[src/rtl/rvc_pkg.sv]
// shared types and constants for the radial vignette correction pipeline
// no dependencies
package rvc_pkg;

  localparam int unsigned CENTER_BITS = 13;
  localparam int unsigned SHIFT_BITS  = 5;
  localparam int unsigned COEF_BITS   = 32;
  localparam int unsigned U_BITS      = 16;
  localparam int unsigned GAIN_BITS   = 24;
  localparam int unsigned POLY_SHIFT  = 24;
  localparam int unsigned OUT_BITS    = 8;
  localparam int unsigned CFG_IDX_BITS = 3;
  localparam int unsigned CFG_DATA_BITS = 32;
  localparam int unsigned LATENCY     = 9;

  localparam logic [GAIN_BITS-1:0] GAIN_ONE = 24'h01_0000;
  localparam logic [GAIN_BITS-1:0] GAIN_MAX = 24'hFF_FFFF;
  localparam logic [U_BITS-1:0]    U_MAX    = 16'hFFFF;
  localparam logic [OUT_BITS-1:0]  OUT_MAX  = 8'd255;
  localparam logic [SHIFT_BITS-1:0] SHIFT_RESET = 5'd10;

  typedef enum logic [CFG_IDX_BITS-1:0] {
    REG_CENTER_X,
    REG_CENTER_Y,
    REG_RADIUS_SHIFT,
    REG_COEF_FIRST,
    REG_COEF_SECOND,
    REG_COEF_THIRD
  } cfg_reg_e;

  typedef struct packed {
    logic [CENTER_BITS-1:0] center_x;
    logic [CENTER_BITS-1:0] center_y;
    logic [SHIFT_BITS-1:0]  radius_shift;
  } geom_cfg_t;

  typedef struct packed {
    logic signed [COEF_BITS-1:0] coef_first;
    logic signed [COEF_BITS-1:0] coef_second;
    logic signed [COEF_BITS-1:0] coef_third;
  } coef_cfg_t;

endpackage

[src/rtl/rvc_scale.sv]
// output stage: channel times gain, truncated and saturated, into result registers
// depends on rvc_pkg
module rvc_scale import rvc_pkg::*; #(
  parameter int unsigned PIXEL_BITS = 8
) (
  input  logic                           clk_i,
  input  logic                           rst_ni,
  input  logic                           valid_i,
  input  logic [GAIN_BITS-1:0]           gain_i,
  input  logic [2:0][PIXEL_BITS-1:0]     pix_i,
  output logic                           valid_o,
  output logic [OUT_BITS-1:0]            red_o,
  output logic [OUT_BITS-1:0]            green_o,
  output logic [OUT_BITS-1:0]            blue_o,
  output logic [GAIN_BITS-1:0]           gain_o
);

  localparam int unsigned PROD_W = PIXEL_BITS + GAIN_BITS;
  localparam int unsigned SC_W   = PROD_W - 16;

  logic [2:0][PROD_W-1:0]   prod;
  logic [2:0][SC_W-1:0]     scaled;
  logic [2:0][OUT_BITS-1:0] chan_d, chan_q;
  logic                     valid_q;
  logic [GAIN_BITS-1:0]     gain_q;

  always_comb begin
    for (int i = 0; i < 3; i++) begin
      prod[i]   = PROD_W'(pix_i[i]) * PROD_W'(gain_i);
      scaled[i] = prod[i][PROD_W-1:16];
      chan_d[i] = (|scaled[i][SC_W-1:OUT_BITS]) ? OUT_MAX : scaled[i][OUT_BITS-1:0];
    end
  end

  always_ff @(posedge clk_i or negedge rst_ni) begin
    if (!rst_ni) begin
      valid_q <= 1'b0;
    end else begin
      valid_q <= valid_i;
    end
  end

  always_ff @(posedge clk_i) begin
    chan_q <= chan_d;
    gain_q <= gain_i;
  end

  assign valid_o = valid_q;
  assign red_o   = chan_q[2];
  assign green_o = chan_q[1];
  assign blue_o  = chan_q[0];
  assign gain_o  = gain_q;

endmodule

[config.mk]
export PLATFORM = sky130hd
export DESIGN_NAME = rvc_scale
export DESIGN_NICKNAME = d
export VERILOG_FILES = /design/src/rtl/rvc_pkg.sv /design/src/rtl/rvc_scale.sv
export SDC_FILE = /design/constraint.sdc
export NUM_CORES = 1
export LEC_CHECK = 0
export BUFFER_PORTS_ARGS = -buffer_cell sky130_fd_sc_hd__buf_4
export CORE_MARGIN = 3
export CORE_UTILIZATION = 44
export CTS_CLUSTER_DIAMETER = 120
export DETAILED_ROUTE_END_ITERATION = 12
export GPL_TIMING_DRIVEN = 0
export PLACE_DENSITY = 0.74
export SLEW_MARGIN = 20
export SYNTH_ARGS = -nofsm -noshare
export SYNTH_HDL_FRONTEND = slang
export SYNTH_SLANG_ARGS = --single-unit
[constraint.sdc]
create_clock -name clk_i -period 0.8 [get_ports clk_i]
set_input_delay 0.12 -clock clk_i [delete_from_list [all_inputs] [get_ports clk_i]]
set_output_delay 0.12 -clock clk_i [all_outputs]
set_load 0.01 [all_outputs]
==> flow_metrics.tcl <==
set metrics [dict create \
    status "complete, but fails checks" \
    violations "setup timing" \
    fin_nets 2894 \
    grt_max_degree 17 \
    finalHoldViolations 0 \
    synth_top_family_by_area "adder cells" \
    grt_pass1_vias 17400 \
    antenna_found_initial 4 \
    fp.dieH_um 213 \
    io_pins 100 \
    rsz0062_at_grt "true" \
    initial_core_util_pct 44.7 \
    period_share_pct 604 \
    avgRoutedWirePerCell_um 20.9 \
    instances_no_fill 2845 \
    syn-num-nets 2699 \
    path_class "in -> reg" \
    finalSetupViolations 73 \
    synth_compound_area_share_pct 8.92 \
    dieArea_um2 45200 \
    drc 0 \
    tightest_slew_ns 0.629 \
    num_vias 16200 \
    synthMuxAreaShare_pct 0.267 \
    synthTopCellsByArea "fa_1 42%, and2_1 15%, ha_1 9.8%" \
    grt_pass1_wl_um 93700 \
    layout_min_cycle_time_ns 4.83 \
    synth_top_area_share_pct 41.9 \
    die_w_um 213 \
    cpLargestDelayFamily "adder cells" \
    htree_levels 2 \
    ys_top_cells_by_count "454 x and2_1, 393 x fa_1, 312 x inv_1, 181 x nand2_1, 147 x ha_1" \
    synthFlopType "dfxtp_1" \
    fmax_mhz 207 \
    dp_hpwl_um 45400 \
    critical_path.most_common_cell "fa_1" \
    clockRootBuffer "clkbuf_16" \
    clkSlewWorstSetupHoldPaths_ns 0.10 \
    cts-root-to-sink-buffers 2 \
    synth_most_common_cell "and2_1" \
    ant_nets 0 \
    drv_slew 0 \
    crit_path_end_kind "flip-flop" \
    place.gp.congestion 0.959 \
    globalRoute.totalOverflow 0 \
    cts_sinks 49 \
    drt-pass1-iter-count 5 \
    cts_made_buffers 5 \
    powerDensity_nw_per_um2 3070 \
    synth-simple-area-share_pct 23.8 \
    synth_cell_type_count 67 \
    io_buffers 99 \
    syn_area_per_cell_um2 8.91 \
    fin_ws_ns -4.03 \
    critPathMaxStageDelay_ns 0.63 \
    cts_tree "built" \
    relSlewSlack_pct 57.6 \
    arrival_ns 5.07 \
    drt_iter0_drc 1211 \
    yosysWarnings 0 \
    ys_seq_area_share_pct 5.25 \
    synthAdderAreaFrac_pct 51.7 \
    worstPathCellList "buf_4, clkbuf_8, buf_4, and2_1, fa_1, inv_1, fa_1, fa_1, fa_1, inv_1, ha_4, nand4_1, or4_4, nand2_2, o22ai_1, a2111o_1, nor4_4, buf_4, nand3_4" \
    fin_tns_setup_ns -98.35 \
    p_leak_nw 10.9 \
    drive_gt1_share_pct 21.1 \
    netlist_area_um2 18800 \
    synth-edff-count 0 \
    core-area_um2 42000 \
    startpoint_type "input port" \
    track_usage_pct 26.8 \
    area_growth_pct 24.3 \
    async_flop_share_pct 2.04 \
    dp.cells 2746 \
    row_count 75 \
    total_power_mw 71.6 \
    cp_slowest_cell "fa_1" \
    synth_area_leader_cell "fa_1" \
    crit_fanout 7 \
    via_per_inst 5.68 \
    wirelength_um 59400 \
    peakVddDrop_v 0.00213 \
    synth_xor_area_share_pct 1.59 \
    yosys_register_bits 49 \
    max-cap-violations 0 \
    hold_class "in -> async" \
    cp_num_buf_inv 6 \
    critPathRequiredTime_ns 1.04 \
    synth_cells 2108 \
]
-- per-layer routing --
layer	routed length (um)	part of all wire [%]	GRT usage [%]	up-vias
li1	-	-	-	7018
met1	23000	39	34.6	8089
met2	27900	47	43.5	837
met3	5130	8.6	5.16	208
met4	3340	5.6	12.7	4
met5	22	0.037	0	-
-- registers in the layout, indices dropped and copies added (netlist names) --
register  count
red_o         8
gain_o       24
valid_o       1
blue_o        8
green_o       8
-- timing repair --
action                                 4_1_cts  5_1_grt
gates resized for setup                    357      147
setup buffers                               61        9
pin swaps                                   55       72
endpoints found under the hold margin       25        0
setup endpoints to repair                   73       73
cloned                                       0        1
hold buffers                                25        0
-- layout by cell type, fill, tap and decap left out, drive strengths merged, types with 4 or more instances in the layout --
cell / netlist / routed
buf: 2 / 199
o21ai: 45 / 45
fa: 393 / 393
a21oi: 74 / 74
nand2: 181 / 181
a31o: 5 / 5
xor2: 17 / 17
a211oi: 15 / 15
mux2i: 5 / 5
nor2: 37 / 37
ha: 147 / 147
inv: 312 / 313
nor2b: 6 / 6
nand2b: 5 / 5
a21o: 29 / 29
xnor2: 17 / 17
and2: 454 / 454
nand3: 33 / 33
and3: 17 / 17
nand4: 23 / 23
clkbuf: 108 / 79
or3: 4 / 4
o31ai: 6 / 6
o21a: 9 / 9
a211o: 4 / 4
dlygate4sd3: 0 / 25
dfxtp: 48 / 48
a31oi: 8 / 8
o21bai: 11 / 11
o211ai: 12 / 12
nor3: 25 / 25
nand4b: 4 / 4
-- per-stage QoR --
step / utilization, % / hold slack [ns] / instance area, um2 / setup WS, ns
2_1_floorplan: - / -0.176 / 19100 / -4.15
3_3_place_gp: 48.9 / -0.105 / 20600 / -5.06
3_5_place_dp: 48.9 / -0.103 / 20600 / -5.16
4_1_cts: 54.2 / 0.0376 / 22800 / -4.10
5_1_grt: 55.5 / 0.0494 / 23300 / -4.13
6_report: 55.5 / 0.0562 / 23300 / -4.03
-- cell type report --
type / instances / area, um2
tap: 539 / 674
sequential: 49 / 1040
clock inverter: 3 / 43.8
buffer: 103 / 1190
multi-input combinational: 1637 / 17200
antenna: 2 / 5.00
clock buffer: 5 / 125
timing repair buffer: 195 / 1910
inverter: 312 / 1170
fill: 3594 / 18700
-- kinds of logic after synthesis --
group | after synthesis
compound gates | 253
xor+xnor | 34
fa+ha+maj | 540
buf+inv | 422
flops | 49
mux | 5
simple gates | 805
-- where the power goes --
group          switching, mW  total (mW)  internal (mW)
clock                   1.56        3.06           1.50
combinational           36.8        65.6           28.8
sequential             0.132        2.91           2.78
-- path summary, 6_finish.rpt --
kind | depth (start not counted) | start | slack [ns] | end
max | 19 | pix_i[20] | -4.03 | red_o[7]$_SDFF_PP1_
min | 2 | rst_ni | 0.06 | valid_o$_DFF_PN0_
max in group asynchronous | 2 | rst_ni | 0.67 | valid_o$_DFF_PN0_
min in group clk_i | 2 | gain_i[0] | 0.06 | gain_o[0]$_DFF_P_
Power figures use the tool's default switching activity.
