`src/rtl/rvc_pkg.sv`:
```
// shared types and constants for the radial vignette correction pipeline
// no dependencies
package rvc_pkg;

  localparam int unsigned CENTER_BITS = 13;
  localparam int unsigned SHIFT_BITS  = 5;
  localparam int unsigned COEF_BITS   = 32;
  localparam int unsigned U_BITS      = 16;
  localparam int unsigned GAIN_BITS   = 24;
  localparam int unsigned POLY_SHIFT  = 24;
  localparam int unsigned OUT_BITS    = 8;
  localparam int unsigned CFG_IDX_BITS = 3;
  localparam int unsigned CFG_DATA_BITS = 32;
  localparam int unsigned LATENCY     = 9;

  localparam logic [GAIN_BITS-1:0] GAIN_ONE = 24'h01_0000;
  localparam logic [GAIN_BITS-1:0] GAIN_MAX = 24'hFF_FFFF;
  localparam logic [U_BITS-1:0]    U_MAX    = 16'hFFFF;
  localparam logic [OUT_BITS-1:0]  OUT_MAX  = 8'd255;
  localparam logic [SHIFT_BITS-1:0] SHIFT_RESET = 5'd10;

  typedef enum logic [CFG_IDX_BITS-1:0] {
    REG_CENTER_X,
    REG_CENTER_Y,
    REG_RADIUS_SHIFT,
    REG_COEF_FIRST,
    REG_COEF_SECOND,
    REG_COEF_THIRD
  } cfg_reg_e;

  typedef struct packed {
    logic [CENTER_BITS-1:0] center_x;
    logic [CENTER_BITS-1:0] center_y;
    logic [SHIFT_BITS-1:0]  radius_shift;
  } geom_cfg_t;

  typedef struct packed {
    logic signed [COEF_BITS-1:0] coef_first;
    logic signed [COEF_BITS-1:0] coef_second;
    logic signed [COEF_BITS-1:0] coef_third;
  } coef_cfg_t;

endpackage

```
`src/rtl/rvc_radius.sv`:
```
// radius stages: centre offset, squares, shifted and saturated radius term
// depends on rvc_pkg
module rvc_radius import rvc_pkg::*; #(
  parameter int unsigned COORD_BITS = 13,
  parameter int unsigned PIXEL_BITS = 8
) (
  input  logic                           clk_i,
  input  logic                           rst_ni,
  input  logic                           valid_i,
  input  logic [COORD_BITS-1:0]          pos_x_i,
  input  logic [COORD_BITS-1:0]          pos_y_i,
  input  logic [2:0][PIXEL_BITS-1:0]     pix_i,
  input  geom_cfg_t                      cfg_i,
  output logic                           valid_o,
  output logic [U_BITS-1:0]              u_o,
  output logic [2:0][PIXEL_BITS-1:0]     pix_o
);

  localparam int unsigned DW    = COORD_BITS + 1;
  localparam int unsigned SQ_W  = 2 * COORD_BITS;
  localparam int unsigned SUM_W = SQ_W + 1;

  logic [CENTER_BITS+COORD_BITS-1:0] cx_ext, cy_ext;
  logic [COORD_BITS-1:0]             cx_eff, cy_eff;

  logic                         v1_q, v2_q, v3_q;
  logic signed [DW-1:0]         dx_d, dy_d, dx_q, dy_q;
  logic signed [2*DW-1:0]       sqx_full, sqy_full;
  logic [SQ_W-1:0]              sqx_q, sqy_q;
  logic [SUM_W-1:0]             dsq, dsq_sh;
  logic [U_BITS-1:0]            u_d, u_q;
  logic [2:0][PIXEL_BITS-1:0]   pix1_q, pix2_q, pix3_q;

  // centre masked or widened to the coordinate width
  assign cx_ext = {{COORD_BITS{1'b0}}, cfg_i.center_x};
  assign cy_ext = {{COORD_BITS{1'b0}}, cfg_i.center_y};
  assign cx_eff = cx_ext[COORD_BITS-1:0];
  assign cy_eff = cy_ext[COORD_BITS-1:0];

  assign dx_d = $signed({1'b0, pos_x_i}) - $signed({1'b0, cx_eff});
  assign dy_d = $signed({1'b0, pos_y_i}) - $signed({1'b0, cy_eff});

  assign sqx_full = dx_q * dx_q;
  assign sqy_full = dy_q * dy_q;

  assign dsq    = {1'b0, sqx_q} + {1'b0, sqy_q};
  assign dsq_sh = dsq >> cfg_i.radius_shift;
  assign u_d    = (|dsq_sh[SUM_W-1:U_BITS]) ? U_MAX : dsq_sh[U_BITS-1:0];

  always_ff @(posedge clk_i or negedge rst_ni) begin
    if (!rst_ni) begin
      v1_q <= 1'b0;
      v2_q <= 1'b0;
      v3_q <= 1'b0;
    end else begin
      v1_q <= valid_i;
      v2_q <= v1_q;
      v3_q <= v2_q;
    end
  end

  always_ff @(posedge clk_i) begin
    dx_q   <= dx_d;
    dy_q   <= dy_d;
    pix1_q <= pix_i;
    sqx_q  <= sqx_full[SQ_W-1:0];
    sqy_q  <= sqy_full[SQ_W-1:0];
    pix2_q <= pix1_q;
    u_q    <= u_d;
    pix3_q <= pix2_q;
  end

  assign valid_o = v3_q;
  assign u_o     = u_q;
  assign pix_o   = pix3_q;

endmodule

```
`config.mk`:
```
export PLATFORM = sky130hd
export DESIGN_NAME = rvc_radius
export DESIGN_NICKNAME = d
export VERILOG_FILES = /design/src/rtl/rvc_pkg.sv /design/src/rtl/rvc_radius.sv
export SDC_FILE = /design/constraint.sdc
export NUM_CORES = 1
export LEC_CHECK = 0
export ABC_CLOCK_PERIOD_IN_PS = 9180
export BUFFER_PORTS_ARGS = -buffer_cell sky130_fd_sc_hd__buf_2
export CORE_AREA = 2 2 152 265
export CTS_BUF_LIST = sky130_fd_sc_hd__clkbuf_8
export DETAILED_ROUTE_END_ITERATION = 8
export DIE_AREA = 0 0 154 267
export MAX_ROUTING_LAYER = met4
export PLACE_DENSITY = 0.69
export SLEW_MARGIN = 20
export SYNTH_ARGS = -nofsm -noshare
export SYNTH_HDL_FRONTEND = slang
export SYNTH_SLANG_ARGS = --single-unit
```
`constraint.sdc`:
```
create_clock -name clk_i -period 9.18 [get_ports clk_i]
set_clock_uncertainty 0.05 [all_clocks]
set_input_delay 1.836 -clock clk_i [delete_from_list [all_inputs] [get_ports clk_i]]
set_output_delay 1.836 -clock clk_i [all_outputs]
set_load 0.01 [all_outputs]
```
==> flow_metrics.py <==
metrics = {
    "outcome": {
        "outcome": "finished, final reports clean",
    },
    "min_path": {
        "min_from": "pix2_q[4]$_DFF_P_",
        "hold_path_depth": 0,
        "hold_class": "register to register",
        "min_to": "pix_o[4]$_DFF_P_",
    },
    "synth": {
        "synth_nets": 2696,
        "ys_ff_latch": 169,
        "yosysTopAreaCell": "fa_1",
        "synth_top_area_share_pct": 32.5,
        "syn_inst": 2106,
        "synth_area_leaders": "fa_1 (33%), dfxtp_1 (17%), ha_1 (11%)",
        "synth_cell_types": 79,
        "async_flop_share_pct": 1.78,
        "avgSynthCellArea_um2": 9.47,
        "seq_area_frac_synth_pct": 17.0,
        "synth_edf_count": 0,
        "yosys_warnings": 0,
        "synth_area_um2": 19900,
        "ys.flop_type": "dfxtp_1",
    },
    "floorplan": {
        "dieArea_um2": 41100,
        "initial_utilization_pct": 51.1,
        "boundaryPins": 125,
        "row_count": 96,
        "core_um2": 39000,
        "die_w_um": 154,
        "die-height_um": 267,
    },
    "clock_network": {
        "clk_pin_slew_ns": 0.13,
        "clock_sinks": 169,
        "cts_resized": 0,
        "htree_levels": 4,
        "holdBufCountCts": 0,
        "cts-root-buf": "clkbuf_8",
        "clkLatencyLatePin_ns": 0.51,
        "cts_buffers": 17,
        "clock_path_buffers": 2,
        "cts_tree": "yes",
        "postCtsSetupBuffers": 0,
    },
    "global_routing": {
        "grt_pass1_wl_mm": 74.6,
        "grt_overflow_total": 0,
        "antenna_found_initial": 1,
        "grt_max_degree": 29,
        "grt_pass1_vias": 15500,
        "grt_util_all_layers_pct": 23.8,
    },
    "timing": {
        "finalHoldViolations": 0,
        "drv_slew": 0,
        "post-route-period-util_pct": 75.8,
        "finalCriticalPeriod_ns": 6.95,
        "tightest_slew_ns": 0.796,
        "fin_tns_setup_ns": 0,
        "max_freq_mhz": 144,
        "finalSetupViolCount": 0,
        "slew_headroom_pct": 46.9,
        "fin_ws_ns": 2.23,
        "rsz0062_at_grt": "false",
    },
    "routing": {
        "first_pass_iters": 5,
        "viasPerCell": 5.30,
        "routed_wl_mm": 45.3,
        "num_vias": 14300,
        "drc": 0,
        "drtIter0Drc": 554,
        "wire_per_inst_um": 16.8,
        "drtAntennaViolNets": 0,
    },
    "job": {
        "cap_violations": 0,
    },
    "setup_path": {
        "reg2reg_depth": 22,
        "startpoint": "dx_q[4]$_DFF_P_",
        "critical_path.reg2reg.endpoint": "sqx_q[24]$_DFF_P_",
        "ff2ff_setup_slack_ns": 2.23,
        "cp-end-kind": "register",
        "r2r_start": "dx_q[4]$_DFF_P_",
        "start_kind": "register",
        "cp_max_fo": 18,
        "required_ns": 9.56,
        "critical_path_arrival_ns": 7.33,
        "path_class": "register to register",
    },
    "final_layout": {
        "drive_gt1_share_pct": 9.56,
        "area_delta_synth_final_pct": 6.97,
        "final_nets": 2783,
        "stdcell_area_um2": 21300,
    },
    "place": {
        "place_ws_ns": 2.31,
        "hpwl_mm": 38.3,
        "portBuffers": 124,
        "post_dp_cell_area_um2": 20900,
        "place.gp.congestion": 0.931,
    },
}
==> flip-flops by register name (all words and copies together) (netlist names), 14 cells and up <==
register,flops
sqy_q,25
pix1_q,24
u_o,16
dx_q,14
pix_o,24
sqx_q,25
dy_q,14
pix2_q,24
==> worst max-delay path: stages, from the launching register on <==
cell and delay (ns):
dfxtp_1 0.82, and2_1 0.28, inv_1 0.07, fa_1 0.48, inv_1 0.06, fa_1 0.43
fa_1 0.48, fa_1 0.52, fa_1 0.51, inv_1 0.06, fa_1 0.49, inv_1 0.04
ha_1 0.34, a21o_1 0.18, a21o_1 0.17, a21oi_1 0.37, o211a_1 0.25, o31ai_1 0.14
o211a_1 0.26, o21a_1 0.18, o21a_1 0.18, o41ai_1 0.34, xnor2_1 0.16
==> worst max-delay path by stage <==
| stage | cells past startpoint | to |
|---|---|---|
| 6_report | 22 | sqx_q[24]$_DFF_P_ |
| 5_1_grt | 23 | sqx_q[24]$_DFF_P_ |
| 4_1_cts | 22 | sqx_q[24]$_DFF_P_ |
| 3_5_place_dp | 22 | sqx_q[24]$_DFF_P_ |
| 3_3_place_gp | 22 | sqx_q[24]$_DFF_P_ |
| 2_1_floorplan | 22 | sqy_q[24]$_DFF_P_ |
==> cells in the mapped netlist (9+ instances only) <==
cell type    n
a211oi_1    15
a21boi_0     9
a21o_1      33
a21oi_1     79
a31o_2      10
and2_1      69
clkbuf_1    42
dfxtp_1    166
fa_1       324
ha_1       182
inv_1      464
mux2_2      12
mux2i_1     33
nand2_1    143
nand2b_1    12
nand3_1     11
nor2_1     116
nor2b_1     23
nor3_1      16
o211ai_1     9
o21a_1      17
o21ai_0     55
o21bai_1    10
xnor2_1     85
xor2_1      27
==> per-layer routing <==
layer	up-vias	routed length, um	global-route usage (%)
met1	7104	15600	22.7
li1	6777	-	-
met2	289	26000	46.1
met5	-	0	-
met4	0	2680	13.5
met3	125	1050	2.22
==> cell families after synthesis <==
kind of cell	count (synthesis)	synth area share, %
AO/OA/AOI/OAI	305	10.4
flip-flops	169	17.0
XOR/XNOR	113	5.00
adder cells (fa/ha/maj)	506	44.0
multiplexers	50	2.90
AND/OR/NAND/NOR	436	10.3
buffers and inverters	527	10.4
==> cells in the final DEF (no fill, tap or decap), types with 23 or more instances in the layout <==
| master | count |
|---|---|
| a21o_1 | 33 |
| a21oi_1 | 79 |
| and2_1 | 69 |
| buf_2 | 124 |
| dfxtp_1 | 166 |
| fa_1 | 324 |
| ha_1 | 182 |
| inv_1 | 464 |
| mux2i_1 | 33 |
| nand2_1 | 143 |
| nor2_1 | 116 |
| nor2b_1 | 23 |
| o21ai_0 | 55 |
| xnor2_1 | 85 |
| xor2_1 | 27 |
==> through the flow <==
stage | utilization (%) | hold WS (ns) | instances
after CTS | 54.6 | 0.279 | 2696
after global routing | 54.6 | 0.286 | 2697
after floorplan | - | 0.260 | 2106
after detailed placement | 53.5 | 0.262 | 2664
after global placement | 53.5 | 0.260 | 2664
final | 54.6 | 0.280 | 2697
==> cell type report <==
cell class	count	area (um^2)
antenna	1	2.50
clock buffer	17	234
clock inverter	15	214
fill	3572	17700
inverter	469	1760
multi-input combinational	1410	14500
sequential	169	3400
tap	490	613
timing repair buffer	126	636
Power is not shown: default switching activity piles up to over one toggle a cycle in this logic, so the estimate is an artifact.
